<file path="src/rtl/sts_pkg.sv">
// shared types and constants of the script token scanner
package sts_pkg;

  localparam int OFF_W      = 20;
  localparam int LINE_W     = 20;
  localparam int INT_W      = 32;
  localparam int FRAC_W     = 30;
  localparam int FCNT_W     = 4;
  localparam int MAX_FRAC   = 9;
  localparam int Q_DEPTH    = 4;
  localparam int Q_PTR_W    = $clog2(Q_DEPTH);
  localparam int Q_CNT_W    = $clog2(Q_DEPTH + 1);

  localparam logic [7:0] CH_LF = 8'h0a;
  localparam logic [7:0] CH_CR = 8'h0d;
  localparam logic [7:0] CH_TAB = 8'h09;
  localparam logic [7:0] CH_VT = 8'h0b;
  localparam logic [7:0] CH_FF = 8'h0c;
  localparam logic [7:0] CH_NUL = 8'h00;

  typedef enum logic [3:0] {
    M_IDLE, M_MINUS, M_SLASH, M_LT, M_GT, M_EQ, M_TILDE, M_COMMENT,
    M_STR, M_STR_ESC, M_ZERO, M_HEX, M_DEC, M_FRAC, M_SYM
  } mode_t;

  typedef enum logic [3:0] {
    K_END, K_CHAR, K_INTDIV, K_LE, K_SHL, K_GE, K_SHR, K_EQ, K_NE,
    K_STRING, K_NUMBER, K_SYMBOL
  } kind_t;

  typedef struct packed {
    kind_t               kind;
    logic [7:0]          ch;
    logic [LINE_W-1:0]   line;
    logic [OFF_W-1:0]    start;
    logic [OFF_W-1:0]    stop;
    logic [INT_W-1:0]    ival;
    logic [FRAC_W-1:0]   fdig;
    logic [FCNT_W-1:0]   fcnt;
  } tok_t;

  // everything one source byte produced: one or two tokens
  typedef struct packed {
    logic two;
    tok_t t0;
    tok_t t1;
  } entry_t;

  typedef struct packed {
    logic full;
    logic valid;
  } q_status_t;

endpackage

</file>
<file path="src/rtl/sts_front.sv">
// front end: scans one source byte per cycle while take is high and forms its tokens
module sts_front import sts_pkg::*; (
  input  logic       clk,
  input  logic       rst,
  input  logic       take,
  input  logic [7:0] c,
  output logic       wr,
  output entry_t     wr_data
);

  mode_t              mode, mode_next;
  logic [7:0]         lend, lend_next;
  logic [LINE_W-1:0]  line, line_next;
  logic [OFF_W-1:0]   off, off_next;
  logic [OFF_W-1:0]   tstart, tstart_next;
  logic [LINE_W-1:0]  tline, tline_next;
  logic [INT_W-1:0]   iacc, iacc_next;
  logic [FRAC_W-1:0]  facc, facc_next;
  logic [FCNT_W-1:0]  fcnt, fcnt_next;
  logic [7:0]         quote, quote_next;

  logic  c_num, c_letter, is_hex, c_blank, is_nl;
  logic [3:0] hval;
  logic  again, pair, is_two, t0v, fv;
  kind_t two_kind;
  logic [7:0] pch;
  tok_t  t0, ft;

  function automatic tok_t mk(kind_t k, logic [7:0] ch, logic [LINE_W-1:0] ln,
                              logic [OFF_W-1:0] s, logic [OFF_W-1:0] e,
                              logic [INT_W-1:0] iv, logic [FRAC_W-1:0] fd,
                              logic [FCNT_W-1:0] fc);
    tok_t t;
    t.kind = k; t.ch = ch; t.line = ln; t.start = s; t.stop = e;
    t.ival = iv; t.fdig = fd; t.fcnt = fc;
    return t;
  endfunction

  always_comb begin
    c_num    = (c >= "0") && (c <= "9");
    c_letter = ((c >= "a") && (c <= "z")) || ((c >= "A") && (c <= "Z")) || (c == "_");
    is_hex   = c_num || ((c >= "a") && (c <= "f")) || ((c >= "A") && (c <= "F"));
    c_blank  = (c == " ") || (c == CH_TAB) || (c == CH_VT) || (c == CH_FF);
    is_nl    = (c == CH_LF) || (c == CH_CR);
    if (c_num) hval = c[3:0] - 4'd0;
    else hval = c[3:0] + 4'd9;
  end

  always_comb begin
    mode_next = mode; lend_next = lend; line_next = line;
    off_next = (off == '1) ? off : off + 1'b1;
    tstart_next = tstart; tline_next = tline; iacc_next = iacc;
    facc_next = facc; fcnt_next = fcnt; quote_next = quote;
    again = 1'b0; pair = 1'b0; is_two = 1'b0; two_kind = K_END; pch = 8'd0;
    t0v = 1'b0; fv = 1'b0;
    t0 = mk(K_END, 8'd0, tline, tstart, off, '0, '0, '0);
    ft = t0;

    unique case (mode)
      M_MINUS: begin
        if (c == "-") mode_next = M_COMMENT;
        else begin
          t0v = 1'b1; again = 1'b1;
          t0 = mk(K_CHAR, "-", tline, tstart, tstart + 1'b1, '0, '0, '0);
        end
      end
      M_SLASH: begin
        pair = 1'b1; pch = "/";
        if (c == "/") begin is_two = 1'b1; two_kind = K_INTDIV; end
      end
      M_LT: begin
        pair = 1'b1; pch = "<";
        if (c == "=") begin is_two = 1'b1; two_kind = K_LE; end
        else if (c == "<") begin is_two = 1'b1; two_kind = K_SHL; end
      end
      M_GT: begin
        pair = 1'b1; pch = ">";
        if (c == "=") begin is_two = 1'b1; two_kind = K_GE; end
        else if (c == ">") begin is_two = 1'b1; two_kind = K_SHR; end
      end
      M_EQ: begin
        pair = 1'b1; pch = "=";
        if (c == "=") begin is_two = 1'b1; two_kind = K_EQ; end
      end
      M_TILDE: begin
        pair = 1'b1; pch = "~";
        if (c == "=") begin is_two = 1'b1; two_kind = K_NE; end
      end
      M_COMMENT: begin
        if (is_nl || (c == CH_NUL)) again = 1'b1;
      end
      M_STR, M_STR_ESC: begin
        if (c == CH_NUL) begin
          t0v = 1'b1; again = 1'b1;
          t0 = mk(K_STRING, 8'd0, tline, tstart, off, '0, '0, '0);
        end else if (mode == M_STR_ESC) begin
          mode_next = M_STR;
        end else if (c == quote) begin
          t0v = 1'b1; mode_next = M_IDLE;
          t0 = mk(K_STRING, 8'd0, tline, tstart, off + 1'b1, '0, '0, '0);
        end else if (c == "\\") begin
          mode_next = M_STR_ESC;
        end
      end
      M_HEX: begin
        if (is_hex) iacc_next = {iacc[INT_W-5:0], hval};
        else begin
          t0v = 1'b1; again = 1'b1;
          t0 = mk(K_NUMBER, 8'd0, tline, tstart, off, iacc, facc, fcnt);
        end
      end
      M_ZERO, M_DEC: begin
        if ((mode == M_ZERO) && (c == "x")) mode_next = M_HEX;
        else if (c_num) begin
          mode_next = M_DEC;
          iacc_next = {iacc[INT_W-4:0], 3'b000} + {iacc[INT_W-2:0], 1'b0}
                      + {{(INT_W-4){1'b0}}, c[3:0]};
        end else if (c == ".") mode_next = M_FRAC;
        else begin
          t0v = 1'b1; again = 1'b1;
          t0 = mk(K_NUMBER, 8'd0, tline, tstart, off, iacc, facc, fcnt);
        end
      end
      M_FRAC: begin
        if (c_num) begin
          if (fcnt < FCNT_W'(MAX_FRAC)) begin
            facc_next = {facc[FRAC_W-4:0], 3'b000} + {facc[FRAC_W-2:0], 1'b0}
                        + {{(FRAC_W-4){1'b0}}, c[3:0]};
            fcnt_next = fcnt + 1'b1;
          end
        end else begin
          t0v = 1'b1; again = 1'b1;
          t0 = mk(K_NUMBER, 8'd0, tline, tstart, off, iacc, facc, fcnt);
        end
      end
      M_SYM: begin
        if (!(c_letter || c_num)) begin
          t0v = 1'b1; again = 1'b1;
          t0 = mk(K_SYMBOL, 8'd0, tline, tstart, off, '0, '0, '0);
        end
      end
      default: again = 1'b1;
    endcase

    if (pair) begin
      t0v = 1'b1;
      if (is_two) begin
        mode_next = M_IDLE;
        t0 = mk(two_kind, 8'd0, tline, tstart, off + 1'b1, '0, '0, '0);
      end else begin
        again = 1'b1;
        t0 = mk(K_CHAR, pch, tline, tstart, tstart + 1'b1, '0, '0, '0);
      end
    end

    // byte rescanned as the start of whatever follows
    if (again) begin
      mode_next = M_IDLE;
      if (is_nl) begin
        if ((lend != CH_NUL) && (c != lend)) lend_next = CH_NUL;
        else begin
          lend_next = c;
          line_next = (line == '1) ? line : line + 1'b1;
        end
      end else begin
        lend_next = CH_NUL;
        if (c == CH_NUL) begin
          fv = 1'b1;
          ft = mk(K_END, 8'd0, line, off, off, '0, '0, '0);
          line_next = LINE_W'(1); off_next = '0; tstart_next = '0;
          tline_next = LINE_W'(1); iacc_next = '0; facc_next = '0;
          fcnt_next = '0; quote_next = 8'd0;
        end else if (!c_blank) begin
          tstart_next = off; tline_next = line;
          iacc_next = '0; facc_next = '0; fcnt_next = '0;
          if (c == "-") mode_next = M_MINUS;
          else if (c == "/") mode_next = M_SLASH;
          else if (c == "<") mode_next = M_LT;
          else if (c == ">") mode_next = M_GT;
          else if (c == "=") mode_next = M_EQ;
          else if (c == "~") mode_next = M_TILDE;
          else if ((c == "\"") || (c == "'")) begin
            quote_next = c; mode_next = M_STR;
          end else if (c == "0") mode_next = M_ZERO;
          else if (c_num) begin
            iacc_next = {{(INT_W-4){1'b0}}, c[3:0]};
            mode_next = M_DEC;
          end else if (c_letter) mode_next = M_SYM;
          else begin
            fv = 1'b1;
            ft = mk(K_CHAR, c, line, off, off + 1'b1, '0, '0, '0);
          end
        end
      end
    end

    wr = take && (t0v || fv);
    wr_data.two = t0v && fv;
    wr_data.t0  = t0v ? t0 : ft;
    wr_data.t1  = ft;
  end

  always_ff @(posedge clk) begin
    if (rst) begin
      mode <= M_IDLE; lend <= 8'd0; line <= LINE_W'(1); off <= '0;
      tstart <= '0; tline <= LINE_W'(1); iacc <= '0; facc <= '0;
      fcnt <= '0; quote <= 8'd0;
    end else if (take) begin
      mode <= mode_next; lend <= lend_next; line <= line_next; off <= off_next;
      tstart <= tstart_next; tline <= tline_next; iacc <= iacc_next;
      facc <= facc_next; fcnt <= fcnt_next; quote <= quote_next;
    end
  end

endmodule

</file>
<file path="src/rtl/sts_queue.sv">
// short queue of scanned entries between front and back
module sts_queue import sts_pkg::*; (
  input  logic      clk,
  input  logic      rst,
  input  logic      wr,
  input  entry_t    wr_data,
  input  logic      rd,
  output entry_t    rd_data,
  output q_status_t status
);

  entry_t             mem [Q_DEPTH];
  logic [Q_PTR_W-1:0] wp, rp;
  logic [Q_CNT_W-1:0] cnt;
  logic               do_wr, do_rd;

  assign status.full  = (cnt == Q_CNT_W'(Q_DEPTH));
  assign status.valid = (cnt != '0);
  assign do_wr   = wr && !status.full;
  assign do_rd   = rd && status.valid;
  assign rd_data = mem[rp];

  always_ff @(posedge clk) begin
    if (do_wr) mem[wp] <= wr_data;
  end

  always_ff @(posedge clk) begin
    if (rst) begin
      wp <= '0; rp <= '0; cnt <= '0;
    end else begin
      if (do_wr) wp <= wp + 1'b1;
      if (do_rd) rp <= rp + 1'b1;
      cnt <= cnt + Q_CNT_W'(do_wr) - Q_CNT_W'(do_rd);
    end
  end

  a_cnt_bound: assert property (@(posedge clk) disable iff (rst)
    cnt <= Q_CNT_W'(Q_DEPTH)) else $error("queue count beyond depth");
  a_no_wr_full: assert property (@(posedge clk) disable iff (rst)
    !(wr && status.full)) else $error("write into full queue");
  a_rd_drop: assert property (@(posedge clk) disable iff (rst)
    (do_rd && !do_wr) |=> (cnt == $past(cnt) - 1'b1)) else $error("read lost");
  a_ptr_gap: assert property (@(posedge clk) disable iff (rst)
    (cnt == '0) |-> (wp == rp)) else $error("pointers apart on empty queue");

endmodule

</file>
<file path="src/rtl/sts_back.sv">
// back end: hands out the tokens of each entry one beat at a time
module sts_back import sts_pkg::*; (
  input  logic   clk,
  input  logic   rst,
  input  logic   head_valid,
  input  entry_t head,
  output logic   rd,
  input  logic   pop,
  output logic   empty,
  output tok_t   tok,
  output logic   last
);

  entry_t ent;
  logic   idx, ovalid, done;

  assign empty = !ovalid;
  assign last  = idx || !ent.two;
  assign tok   = idx ? ent.t1 : ent.t0;
  assign done  = pop && ovalid && last;
  assign rd    = head_valid && (!ovalid || done);

  always_ff @(posedge clk) begin
    if (rd) ent <= head;
  end

  always_ff @(posedge clk) begin
    if (rst) begin
      ovalid <= 1'b0; idx <= 1'b0;
    end else if (rd) begin
      ovalid <= 1'b1; idx <= 1'b0;
    end else if (done) begin
      ovalid <= 1'b0; idx <= 1'b0;
    end else if (pop && ovalid) begin
      idx <= 1'b1;
    end
  end

  a_idx_two: assert property (@(posedge clk) disable iff (rst)
    (ovalid && idx) |-> ent.two) else $error("second token of single entry");
  a_second: assert property (@(posedge clk) disable iff (rst)
    (pop && ovalid && !last) |=> (ovalid && idx)) else $error("second token skipped");
  a_rd_ok: assert property (@(posedge clk) disable iff (rst)
    rd |-> head_valid) else $error("read from empty queue");

endmodule

</file>
<file path="src/rtl/script_token_scanner_core.sv">
// top level of the script token scanner
// Source bytes go in on the push side: a beat is taken when push is high and
// full is low; byte 0 ends the source and the scanner starts a new one.
// Tokens come out on the pop side: while empty is low the oldest token sits
// on the result ports, and a beat is taken when pop is high. last marks the
// final token that one source byte produced; a byte gives zero, one or two.
// The scanner takes one byte per cycle while full is low; each byte's tokens are
// written into a four-entry queue at the edge that takes the byte, and then pass
// through the back end's token register to the result ports.
// Results leave at one token per cycle while pop is high, so bytes giving two
// tokens each drain at half rate once the queue fills.
// When the receiver stalls, the queue fills and full rises; no byte or token
// is lost. Reset (rst, synchronous) returns the scanner to line 1, offset 0,
// and empties the queue.
module script_token_scanner_core import sts_pkg::*; (
  input  logic              clk,
  input  logic              rst,
  input  logic              push,
  output logic              full,
  input  logic [7:0]        source_byte,
  output logic              empty,
  input  logic              pop,
  output logic [3:0]        token_kind,
  output logic [7:0]        char_code,
  output logic [LINE_W-1:0] line_number,
  output logic [OFF_W-1:0]  start_offset,
  output logic [OFF_W-1:0]  end_offset,
  output logic [INT_W-1:0]  int_value,
  output logic [FRAC_W-1:0] frac_digits,
  output logic [FCNT_W-1:0] frac_count,
  output logic              last
);

  logic      take, wr, rd;
  entry_t    wr_data, head;
  q_status_t qs;
  tok_t      tok;

  assign full = qs.full;
  assign take = push && !qs.full;

  sts_front u_front (
    .clk(clk), .rst(rst), .take(take), .c(source_byte),
    .wr(wr), .wr_data(wr_data)
  );

  sts_queue u_queue (
    .clk(clk), .rst(rst), .wr(wr), .wr_data(wr_data),
    .rd(rd), .rd_data(head), .status(qs)
  );

  sts_back u_back (
    .clk(clk), .rst(rst), .head_valid(qs.valid), .head(head), .rd(rd),
    .pop(pop), .empty(empty), .tok(tok), .last(last)
  );

  assign token_kind   = tok.kind;
  assign char_code    = tok.ch;
  assign line_number  = tok.line;
  assign start_offset = tok.start;
  assign end_offset   = tok.stop;
  assign int_value    = tok.ival;
  assign frac_digits  = tok.fdig;
  assign frac_count   = tok.fcnt;

endmodule

</file>
<file path="config.mk">
export PLATFORM = sky130hd
export DESIGN_NAME = script_token_scanner_core
export DESIGN_NICKNAME = d
export VERILOG_FILES = /design/src/rtl/sts_pkg.sv /design/src/rtl/sts_front.sv /design/src/rtl/sts_queue.sv /design/src/rtl/sts_back.sv /design/src/rtl/script_token_scanner_core.sv
export SDC_FILE = /design/constraint.sdc
export NUM_CORES = 2
export LEC_CHECK = 0
export BUFFER_PORTS_ARGS = -buffer_cell sky130_fd_sc_hd__buf_2
export CAP_MARGIN = 20
export CORE_MARGIN = 3
export CORE_UTILIZATION = 30
export CTS_BUF_LIST = sky130_fd_sc_hd__clkbuf_8
export DETAILED_ROUTE_END_ITERATION = 8
export HOLD_SLACK_MARGIN = 0.12
export SLEW_MARGIN = 20
export SYNTH_ARGS = -nofsm -noshare
export SYNTH_HDL_FRONTEND = slang
export SYNTH_HIERARCHICAL = 1
export SYNTH_SLANG_ARGS = --single-unit
</file>
<file path="constraint.sdc">
create_clock -name clk -period 31.4 [get_ports clk]
set_clock_uncertainty 0.05 [all_clocks]
set_input_delay 3.14 -clock clk [delete_from_list [all_inputs] [get_ports clk]]
set_output_delay 3.14 -clock clk [all_outputs]
set_load 0.02 [all_outputs]
</file>
# == Word-level counts from Yosys, hierarchy flattened ==
# Memories as Yosys holds them, arrays and structs flattened. A register that Yosys moved wholly into a read port is not among the register bits.
# Index checks and enable logic that the tools add are counted.
# totals
inputBits,12
memories,1
regBits,175
elab_cells,294
ramBits,1108
out_inout_bits,141
# mem_list
memory,depth,width,read_ports,rd_clocked_by_memory_dff,write_ports,line_no,text
u_queue.mem,4,277,1,1,1,sts_queue.sv:12,entry_t mem [Q_DEPTH];
# op_classes
eq_ne,47
n_lt_le_gt_ge,9
n_reduce_logical,47
mux,161
addsub,13
n_bitwise,1
# ops
op,count
$mux W138,26
$pmux W138 S6,1
$mux W32,15
$mux W135,2
$mux W20,12
$mux W30,7
$mux W4,36
$mux W8,11
$eq A8 B6 Y1 const B,10
$pmux W32 S2,1
$add A20 B1 Y20 const B,3
$eq A20 B20 Y1 const B,2
$eq A8 B4 Y1 const B,5
$mux W1,40
$pmux W7 S5,1
$add A32 B32 Y32,1
$add A32 B4 Y32,1
$eq A8 B7 Y1 const B,4
$le A8 B7 Y1 const B,4
$add A30 B30 Y30,1
$add A30 B4 Y30,1
$eq A4 B4 Y1 const B,7
$pmux W4 S5,1
$eq A4 B3 Y1 const B,4
other kinds (37),82

# == Logic depth before layout (Yosys ltp) ==
# logic_depth
ltp_word,23
mapped_depth,23
ltp_nobuf,19

# == Modules after synthesis ==
# The synthesis kept the hierarchy.
# modules_own_cells
mod,area_per_inst_um2,cells_each,n_inst,seq_area_each_um2
sts_queue,40448.8,1496,1,33452.1
sts_front,15230.9,1969,1,3323.2
sts_back,10122.2,444,1,8358.0
script_token_scanner_core,13.8,1,1,0.0

# == Worst setup path after synthesis ==
# OpenSTA, ideal clock, no wires.
# synth_timing
kind,input to register
start,input port pop
end,register (tool-made name)
n_path_buf,0
required_ns,31.278
path_stages,5
setup_slack_ns,13.912
setup_ns,0.072
arrival_ns,17.366
path_cell_list,a21oi_1 nor2_1 o311ai_0 xor2_1 nor2_1
# synth_lines
element,line_no,text
start: declaration,script_token_scanner_core.sv:22,"input logic pop,"

# == Final worst setup path ==
# layout_timing
start,input port source_byte[1]
end,memory u_queue/mem[1][77] in the netlist's numbering (enable)
# layout_between
elab_chain_len,23
elab_cells_between_ends,88
classes_between,order compare: 8; eq/ne: 19; mux: 40; reduce/logical: 21
# layout_rtl
element,line_no,text
start: declaration,script_token_scanner_core.sv:20,"input logic [7:0] source_byte,"
$ge A8 B7 Y1 or $le A8 B7 Y1 (tied branches),"sts_front.sv:41, sts_front.sv:42",
$logic_and A1 B1 Y1,sts_front.sv:41,"c_letter = ((c >= ""a"") && (c <= ""z"")) || ((c >= ""A"") && (c <= ""Z"")) || (c == ""_"");"
$logic_or A1 B1 Y1 (2 in a row),sts_front.sv:41,
$mux W1,sts_front.sv:188,end else if (c_letter) mode_next = M_SYM;
$mux W1,sts_front.sv:185,else if (c_num) begin
$mux W1,sts_front.sv:184,"end else if (c == ""0"") mode_next = M_ZERO;"
$mux W1,sts_front.sv:182,"else if ((c == ""\"""") || (c == ""'"")) begin"
$mux W1,sts_front.sv:181,"else if (c == ""~"") mode_next = M_TILDE;"
[... 7 more ...],--,
$mux W1,sts_front.sv:159,if (is_nl) begin
$mux W1,sts_front.sv:157,if (again) begin
$logic_or A1 B1 Y1 (*),sts_front.sv:197,wr = take && (t0v || fv);
$logic_and A1 B1 Y1 (*),sts_front.sv:197,
named net wr,script_token_scanner_core.sv:34,"logic take, wr, rd;"
$logic_and A1 B1 Y1 (*),sts_queue.sv:19,assign do_wr = wr && !status.full;
$mux W1 (*),sts_queue.sv:24,if (do_wr) mem[wp] <= wr_data;
$mux W1 (not written as such) (*),sts_queue.sv:24,
end: declaration,sts_queue.sv:12,
# Mark *: on every way through the listed nets, which the timed path passes. The rest lies on a longest branch.

==> flow_summary.json <==
{
  "status": "complete, no violations",
  "synth_compound_area_share_pct": 5.09,
  "num_rows": 171,
  "arrival_ns": 9.13,
  "synthArstFlopShare_pct": 0,
  "p_leak_nw": 24.6,
  "fmax_ghz": 0.115,
  "grt-ovfl-total": 0,
  "first_global_vias": 35429,
  "antenna_found_initial": 16,
  "postCtsSetupBuffers": 0,
  "tightest_slew_ns": 1.02,
  "synth_flop_cell": "edfxtp_1",
  "finalMaxSlewViolations": 0,
  "seq_area_frac_synth_pct": 68.6,
  "drtPass1Iterations": 5,
  "routabilityCongestion": 0.841,
  "cts_tree": "done",
  "synth_top_family_by_area": "multiplexers",
  "grt_max_degree": 139,
  "critPathKind": "in -> reg",
  "die_area_mm2": 0.225,
  "setup_ws_ns": 22.72,
  "root_buffer": "clkbuf_8",
  "clk_latency_ns": 0.99,
  "vias_per_cell": 4.82,
  "yosys_register_bits": 1562,
  "hold_buffers": 0,
  "powerDensity_mw_per_mm2": 78.1,
  "worstSetupStartpointType": "primary input",
  "cp_max_fo": 137,
  "die_h_um": 474,
  "drv_cap": 0,
  "postRouteAntennaNets": 0,
  "routed_wl_um": 150000,
  "synth_edf_count": 1385,
  "cp_num_buf_inv": 5,
  "critPathRequiredTime_ns": 31.86,
  "finalCoreUtilization_pct": 34.0,
  "drc": 0,
  "htreeDepth": 4,
  "cts_num_sinks": 1562,
  "cp_cell_sequence": "buf_2 > inv_1 > ha_1 > nor3b_1 > and2_1 > o21ai_0 > and4_1 > a21oi_1 > inv_1 > nor2_1 > and2_4 > buf_4 > buf_12",
  "synth_mux_area_share_pct": 13.3,
  "cts_resized": 0,
  "period_minus_slack_ns": 8.68,
  "holdWs_ns": 0.413,
  "yosys.cell_types.count": 101,
  "post_drt_wl_per_cell_um": 20.8,
  "fin_crit_sh_pct": 27.6,
  "rsz0062_at_grt": "false",
  "top_level_ports": 153,
  "synthCells": 3910,
  "slew_headroom_pct": 32.2,
  "yosys.area.top_type": "edfxtp_1",
  "synthSimpleGateAreaFrac_pct": 5.80,
  "synth_xor_area_share_pct": 1.84,
  "max_stage_delay_ns": 0.77,
  "tns_ns": 0,
  "finalSetupViolations": 0,
  "clock_path_buffers": 3,
  "drive_gt1_share_pct": 23.9,
  "die_w_um": 474,
  "drtIter0Drc": 2675,
  "synth_fa_ha_area_share_pct": 2.60,
  "core_mm2": 0.218,
  "via_count": 34785,
  "track_usage_pct": 13.2,
  "cts_made_buffers": 238,
  "cpMostUsedCell": "inv_1",
  "synth.top_cells.by_area": "edfxtp_1, mux4_2, dfxtp_1, mux2_2, ha_1",
  "place.port_buffers": 152,
  "synthesis.area_mm2": 0.0658,
  "fillers": 20657,
  "grt_first_pass_wirelength_um": 227000,
  "avgSynthCellArea_um2": 16.8,
  "clk_pin_slew_ns": 0.06,
  "crit_slowest_cell": "and2_4",
  "pre_cts_ws_ns": 21.68,
  "end_kind": "flop",
  "ir_worst_vdd_mv": 0.0555,
  "nets": 4295,
  "hold_violations": 0,
  "synth_warnings": 6,
  "synth_top_area_share_pct": 63.2,
  "syn_to_final_growth_pct": 12.6,
  "post-dp-hpwl_um": 91500,
  "p_total_mw": 5.79,
  "cpLargestDelayFamily": "simple AND/OR/NAND/NOR gates",
  "hold_path_class": "reg -> reg",
  "initial_core_util_pct": 30.2
}
==> kinds of logic (layout without fill, tap and decap cells) <==
group	after synthesis	in the layout
flip-flops	1562	1562
adder cells (fa/ha/maj)	134	134
buffers and inverters	317	698
other	1	77
AO/OA/AOI/OAI	509	509
XOR/XNOR	138	138
AND/OR/NAND/NOR	750	750
multiplexers	499	499
==> report_power, final <==
group | total (mW) | leakage, nW | switching [mW] | internal, mW
clock network | 1.67 | 2.74 | 0.801 | 0.868
registers | 2.83 | 14.1 | 0.100 | 2.73
logic | 1.29 | 7.71 | 0.829 | 0.458
==> cells in the final DEF (no fill, tap or decap), drive strengths merged, types with 26 or more instances in the layout <==
cell / instances
o21ai: 121
xor2: 66
a22oi: 47
ha: 129
xnor2: 72
edfxtp: 1385
a21oi: 144
nor2: 181
dfxtp: 177
and2: 29
clkbuf: 251
mux2: 215
and3: 33
inv: 132
nor3: 35
nand2: 198
conb: 69
nand3: 84
nor2b: 82
mux4: 277
nand2b: 26
buf: 204
clkinv: 94
==> worst min-delay path: cells and delay by family (launching register included) <==
family / cells / cell delay, ns
flip-flops: 1 / 0.31
AND/OR/NAND/NOR: 1 / 0.05
AO/OA/AOI/OAI: 1 / 0.05
==> through the flow <==
| stage | cell area (um^2) | std cells |
|---|---|---|
| 6_report | 74100 | 7221 |
| 5_1_grt | 74100 | 7217 |
| 4_1_cts | 74000 | 7211 |
| 3_5_place_dp | 69200 | 6761 |
| 3_3_place_gp | 69200 | 6761 |
| 2_1_floorplan | 66100 | 3978 |
==> metal layers <==
layer | GRT usage [%] | wire length [um] | vias to the layer above
met5 | 0 | 0 | -
met4 | 3.99 | 2910 | 0
met3 | 2.27 | 6890 | 207
met2 | 20.7 | 70200 | 870
met1 | 18.7 | 69800 | 17897
li1 | - | - | 15811
==> synthesized netlist by cell type (all sizes together), types with 72 or more instances <==
| library cell | instances |
|---|---|
| a21oi | 144 |
| buf | 186 |
| clkbuf | 87 |
| dfxtp | 177 |
| edfxtp | 1385 |
| ha | 129 |
| mux2 | 215 |
| mux4 | 277 |
| nand2 | 198 |
| nand3 | 84 |
| nor2 | 181 |
| nor2b | 82 |
| o21ai | 121 |
| xnor2 | 72 |
==> state kept, by name, summed over array words and instances, names as in the netlist, named ones only <==
register,cells
u_front/fcnt,4
u_queue/wp,2
u_queue/mem,1108
u_queue/cnt,3
u_front/line,20
u_front/iacc,32
u_front/tstart,20
u_queue/rp,2
u_back/ent,277
u_front/tline,20
u_front/facc,30
u_back/idx,1
u_front/quote,8
u_back/ovalid,1
u_front/lend,8
u_front/mode,4
u_front/off,20
==> layout make-up <==
class / count / area (um^2) / area share (%)
well taps: 2854 / 3570 / 4.82
clock buffers: 251 / 3450 / 4.66
clock inverters: 199 / 1370 / 1.84
multi-input cells: 2099 / 19100 / 25.8
repair buffers: 204 / 1260 / 1.70
diodes: 8 / 20.0 / 0.0270
inverters: 44 / 165 / 0.223
flip-flops and latches: 1562 / 45100 / 60.9
==> worst paths after layout <==
kind / from / end / slack [ns] / depth (start not counted)
worst max-delay path: source_byte[1] / u_queue/mem[1][77]$_DFFE_PP_ / 22.72 / 13
worst min-delay path: u_front/tline[4]$_SDFFE_PP0P_ / u_front/tline[4]$_SDFFE_PP0P_ / 0.41 / 2
worst max register to register: u_front/mode[3]$_SDFFE_PP0P_ / u_queue/mem[1][77]$_DFFE_PP_ / 25.20 / 9
worst min register to register: u_front/tline[4]$_SDFFE_PP0P_ / u_front/tline[4]$_SDFFE_PP0P_ / 0.41 / 2
Power figures use the tool's default switching activity.
